**src/design/sto_pkg.sv**
```systemverilog
`timescale 1ns / 1ps
package sto_pkg;

  localparam int SLOT_COUNT = 16;
  localparam int ID_W       = 4;
  localparam int DL_W       = 64;
  localparam int CH_W       = 16;
  localparam int SIG_W      = 32;
  localparam int DELAY_W    = 32;
  localparam int SCALE_W    = 10;
  localparam int PROD_W     = DELAY_W + SCALE_W;
  localparam int COUNT_W    = 5;
  localparam logic [SCALE_W-1:0] US_PER_MS = SCALE_W'(1000);

  localparam logic [1:0] OP_ARM    = 2'd0;
  localparam logic [1:0] OP_CANCEL = 2'd1;
  localparam logic [1:0] OP_TICK   = 2'd2;

  localparam logic [1:0] KIND_EXPIRED = 2'd0;
  localparam logic [1:0] KIND_ACK     = 2'd1;
  localparam logic [1:0] KIND_NONE    = 2'd2;

  typedef struct packed {
    logic              valid;
    logic [ID_W-1:0]   id;
    logic [DL_W-1:0]   dl;
    logic [CH_W-1:0]   ch;
    logic [SIG_W-1:0]  sig;
  } entry_t;

  typedef enum logic [2:0] {
    CMD_HOLD,
    CMD_INSERT,
    CMD_POP,
    CMD_MARK,
    CMD_COMPACT
  } cell_cmd_t;

  typedef struct packed {
    cell_cmd_t        cmd;
    entry_t           new_e;
    logic [ID_W-1:0]  mark_id;
  } cell_ctrl_t;

endpackage

```
**src/design/sto_cell.sv**
```systemverilog
`timescale 1ns / 1ps
module sto_cell (
  input  logic                clk,
  input  logic                rst_n,
  input  sto_pkg::cell_ctrl_t ctrl,
  input  sto_pkg::entry_t     prev_e,
  input  logic                prev_gt,
  input  logic                prev_hole,
  input  sto_pkg::entry_t     next_e,
  output sto_pkg::entry_t     cur_e,
  output logic                gt,
  output logic                hole,
  output logic                match
);
  import sto_pkg::*;

  entry_t e_r, e_nxt;
  logic   hole_r, hole_nxt;

  // empty cells count as later than any deadline so the insert point is found
  assign gt    = !e_r.valid || (e_r.dl > ctrl.new_e.dl);
  assign match = e_r.valid && (e_r.id == ctrl.mark_id);

  always_comb begin
    e_nxt    = e_r;
    hole_nxt = hole_r;
    unique case (ctrl.cmd)
      CMD_INSERT: begin
        if (gt) e_nxt = prev_gt ? prev_e : ctrl.new_e;
      end
      CMD_POP: e_nxt = next_e;
      CMD_MARK: hole_nxt = match;
      CMD_COMPACT: begin
        if (hole_r) begin
          e_nxt    = next_e;
          hole_nxt = 1'b0;
        end else if (prev_hole && e_r.valid) begin
          hole_nxt = 1'b1;
        end
      end
      default: ;
    endcase
  end

  always_ff @(posedge clk) begin
    if (!rst_n) begin
      e_r.valid <= 1'b0;
      hole_r    <= 1'b0;
    end else begin
      e_r.valid <= e_nxt.valid;
      hole_r    <= hole_nxt;
    end
    e_r.id  <= e_nxt.id;
    e_r.dl  <= e_nxt.dl;
    e_r.ch  <= e_nxt.ch;
    e_r.sig <= e_nxt.sig;
  end

  assign cur_e = e_r;
  assign hole  = hole_r;

endmodule

```
**config.mk**
```make
export PLATFORM = sky130hd
export DESIGN_NAME = sto_cell
export DESIGN_NICKNAME = d
export VERILOG_FILES = /design/src/design/sto_pkg.sv /design/src/design/sto_cell.sv
export SDC_FILE = /design/constraint.sdc
export NUM_CORES = 1
export LEC_CHECK = 0
export BUFFER_PORTS_ARGS = -buffer_cell sky130_fd_sc_hd__buf_2
export CAP_MARGIN = 20
export CORE_AREA = 3 3 185 187
export DETAILED_ROUTE_END_ITERATION = 10
export DIE_AREA = 0 0 188 190
export GPL_TIMING_DRIVEN = 0
export HOLD_SLACK_MARGIN = 0.06
export SLEW_MARGIN = 20
export SYNTH_ARGS = -nofsm -noshare
export SYNTH_HDL_FRONTEND = slang
export SYNTH_SLANG_ARGS = --single-unit
```
**constraint.sdc**
```tcl
create_clock -name clk -period 15.15 [get_ports clk]
set_input_delay 1.515 -clock clk [delete_from_list [all_inputs] [get_ports clk]]
set_output_delay 1.515 -clock clk [all_outputs]
set_load 0.005 [all_outputs]
```
==> reports/metrics.cfg <==
[placement]
dpl_cell_area_um2 = 10800
post-place-cells = 1700
dp_hpwl_mm = 27.8
port_buffers = 480
routabilityCongestion = 0.883

[sta]
tightestPinTransition_ps = 902
drv_slew = 0
final.setup.tns_ps = 0
hold_violations = 0
hold_slack_ps = 656
min_period_ps = 5480
rsz0062_at_grt = false
timing.fmax_ghz = 0.183
relSlewSlack_pct = 38.3
setup_viol = 0
post-route-period-util_pct = 36.1
skew_ps = 13.7

[pwr]
power_leakage_nw = 5.59
vdd_drop_max_v = 0.0000739
powerDensity_nw_per_um2 = 96.5

[synthesis]
syn_avg_cell_area_um2 = 10.0
synth_area_leader_cell = edfxtp_1
synth_edf_count = 116
synth_area_leaders = edfxtp_1 (45%), mux2i_1 (15%), ha_1 (10%)
synth_area_um2 = 7730
ys_warn_count = 0
syn_inst = 770
synth_common_cells = nand2_1 (130), o21ai_0 (129), mux2i_1 (117)
yosysMostFrequentCell = nand2_1
syn_nets = 1196
ys_ff_latch = 118
async_reset_ff_share_pct = 0
ys.flop_type = edfxtp_1
synth_top_area_share_pct = 45.1
synthDistinctLibCells = 44
synth_seq_area_share_pct = 45.6

[clock_network]
cts_buffer_depth = 2
clk_latency_ps = 430
cts_buffers = 17
post_cts_buffers = 0
cts_root_buffer = clkbuf_16
cts.sinks = 118
htree_levels = 4
ctsResizeCount = 0
clk_pin_slew_ps = 50
postCtsHoldBufs = 0
cts_tree = done

[cells_and_area]
layout.nets = 1703
syn_to_final_growth_pct = 47.3
fin_util_pct = 34.9
layout-drive-gt1-share_pct = 41.7
fillers = 3372
final_area_um2 = 11400
stdcell_count = 1737

[routing]
vias_per_cell = 4.52
drt_pre_antenna_iters = 5
drt_iter0_markers = 398
vias = 7844
routed_wl_mm = 33.0
wire_per_inst_um = 19.0
drc_errors = 0
ant_nets = 0

[global_routing]
grt_pass1_vias = 7997
track_usage_pct = 17.8
grt_first_pass_wirelength_mm = 48.0
antenna_found_initial = 5
overflow = 0
grt_max_degree = 17

[worst_setup_path]
crit_path_end_kind = output port
critical_path_class = input pin to output port
crit_required_ps = 13640
crit_chain = buf_2 > inv_1 > ha_1 > a21o_1 > a21o_1 > a21oi_1 > a21oi_1 > a2111oi_0 > and3_1 > nor2_1 > buf_2
slowest_delay_ps = 810
cpLargestDelayFamily = compound AO/OA/AOI/OAI gates
cp_max_fo = 2
cp-start-kind = input pin
critPathSlowestCell = a2111oi_0
cp.arrival_ps = 3960
crit_buf_inv = 3

[die]
die_h_um = 190
rows = 66
start_util_pct = 23.7
core_area_um2 = 32600
fp.dieArea_um2 = 35700
io_pins = 482
die_w_um = 188

[run_status]
status = finished clean

[run]
maxCapViolations = 0

[worst_hold_path]
hold_class = register to register

## worst min-delay path, delay by kind of cell (launching register included)
family | cells | cell delay, ps
AOI/OAI and AO/OA | 1 | 120
DFF | 1 | 340
and+or+nand+nor | 2 | 150
## sequential cells by signal (all words and copies together), names as in the netlist
signal and cells:
hole 1, cur_e 117
## area by class of cell
class                   instances  area, um2  share of cell area (%)
diodes                          6       15.0                   0.132
clock buffers                  20        437                    3.84
well taps                     442        553                    4.86
clock inverters                11        134                    1.18
multi-input cells             543       3790                    33.3
flip-flops and latches        118       3520                    31.0
repair buffers                488       2500                    22.0
plain buffers                  38        164                    1.44
inverters                      71        267                    2.34
## per-layer routing
metal | global-route usage [%] | vias to the layer above | routed length [um]
met4 | 6.20 | 0 | 755
met5 | 0 | - | 0
met2 | 30.0 | 357 | 16100
met1 | 21.4 | 3640 | 13500
li1 | - | 3809 | -
met3 | 5.88 | 38 | 2680
## power by group
group / internal [mW] / switching, mW / total, mW
clock: 0.255 / 0.154 / 0.409
combinational: 0.117 / 0.143 / 0.261
sequential: 0.411 / 0.0184 / 0.429
total: 0.783 / 0.316 / 1.10
## through the flow
stage               power [mW]  worst slack, ps
detailed placement       0.698             9490
global placement         0.694             3380
floorplan                0.556             6670
CTS                       1.11             9470
global route              1.16             9410
finish                    1.10             9670
## layout by cell type, fill, tap and decap left out, drive strengths merged, types with 2 or more instances in the layout
master,n
a211oi,6
a21o,6
a21oi,23
and3,2
buf,505
bufinv,3
clkbuf,41
clkinv,5
clkinvlp,3
dfxtp,2
diode,6
edfxtp,116
ha,64
inv,71
mux2i,117
nand2,131
nand2b,4
nand3,9
nand4,14
nor2,11
nor2b,3
nor3,5
nor4,2
o21ai,129
## worst paths after layout
check	startpoint	end	slack (ps)	depth (start not counted)
setup / recovery	ctrl[89]	gt	9670	11
hold reg to reg	hole	hole	660	3
hold / removal	hole	hole	660	3
setup reg to reg	cur_e[78]	cur_e[47]	11100	12
## logic make-up after synthesis
kind of cell	count (synthesis)	share of synthesized area, %
XOR/XNOR	2	0.227
AND/OR/NAND/NOR	183	10.6
adder cells (fa/ha/maj)	64	10.4
flip-flops	118	45.6
multiplexers	117	15.2
AO/OA/AOI/OAI	177	12.5
buffers and inverters	109	5.57
Power figures use the tool's default switching activity.
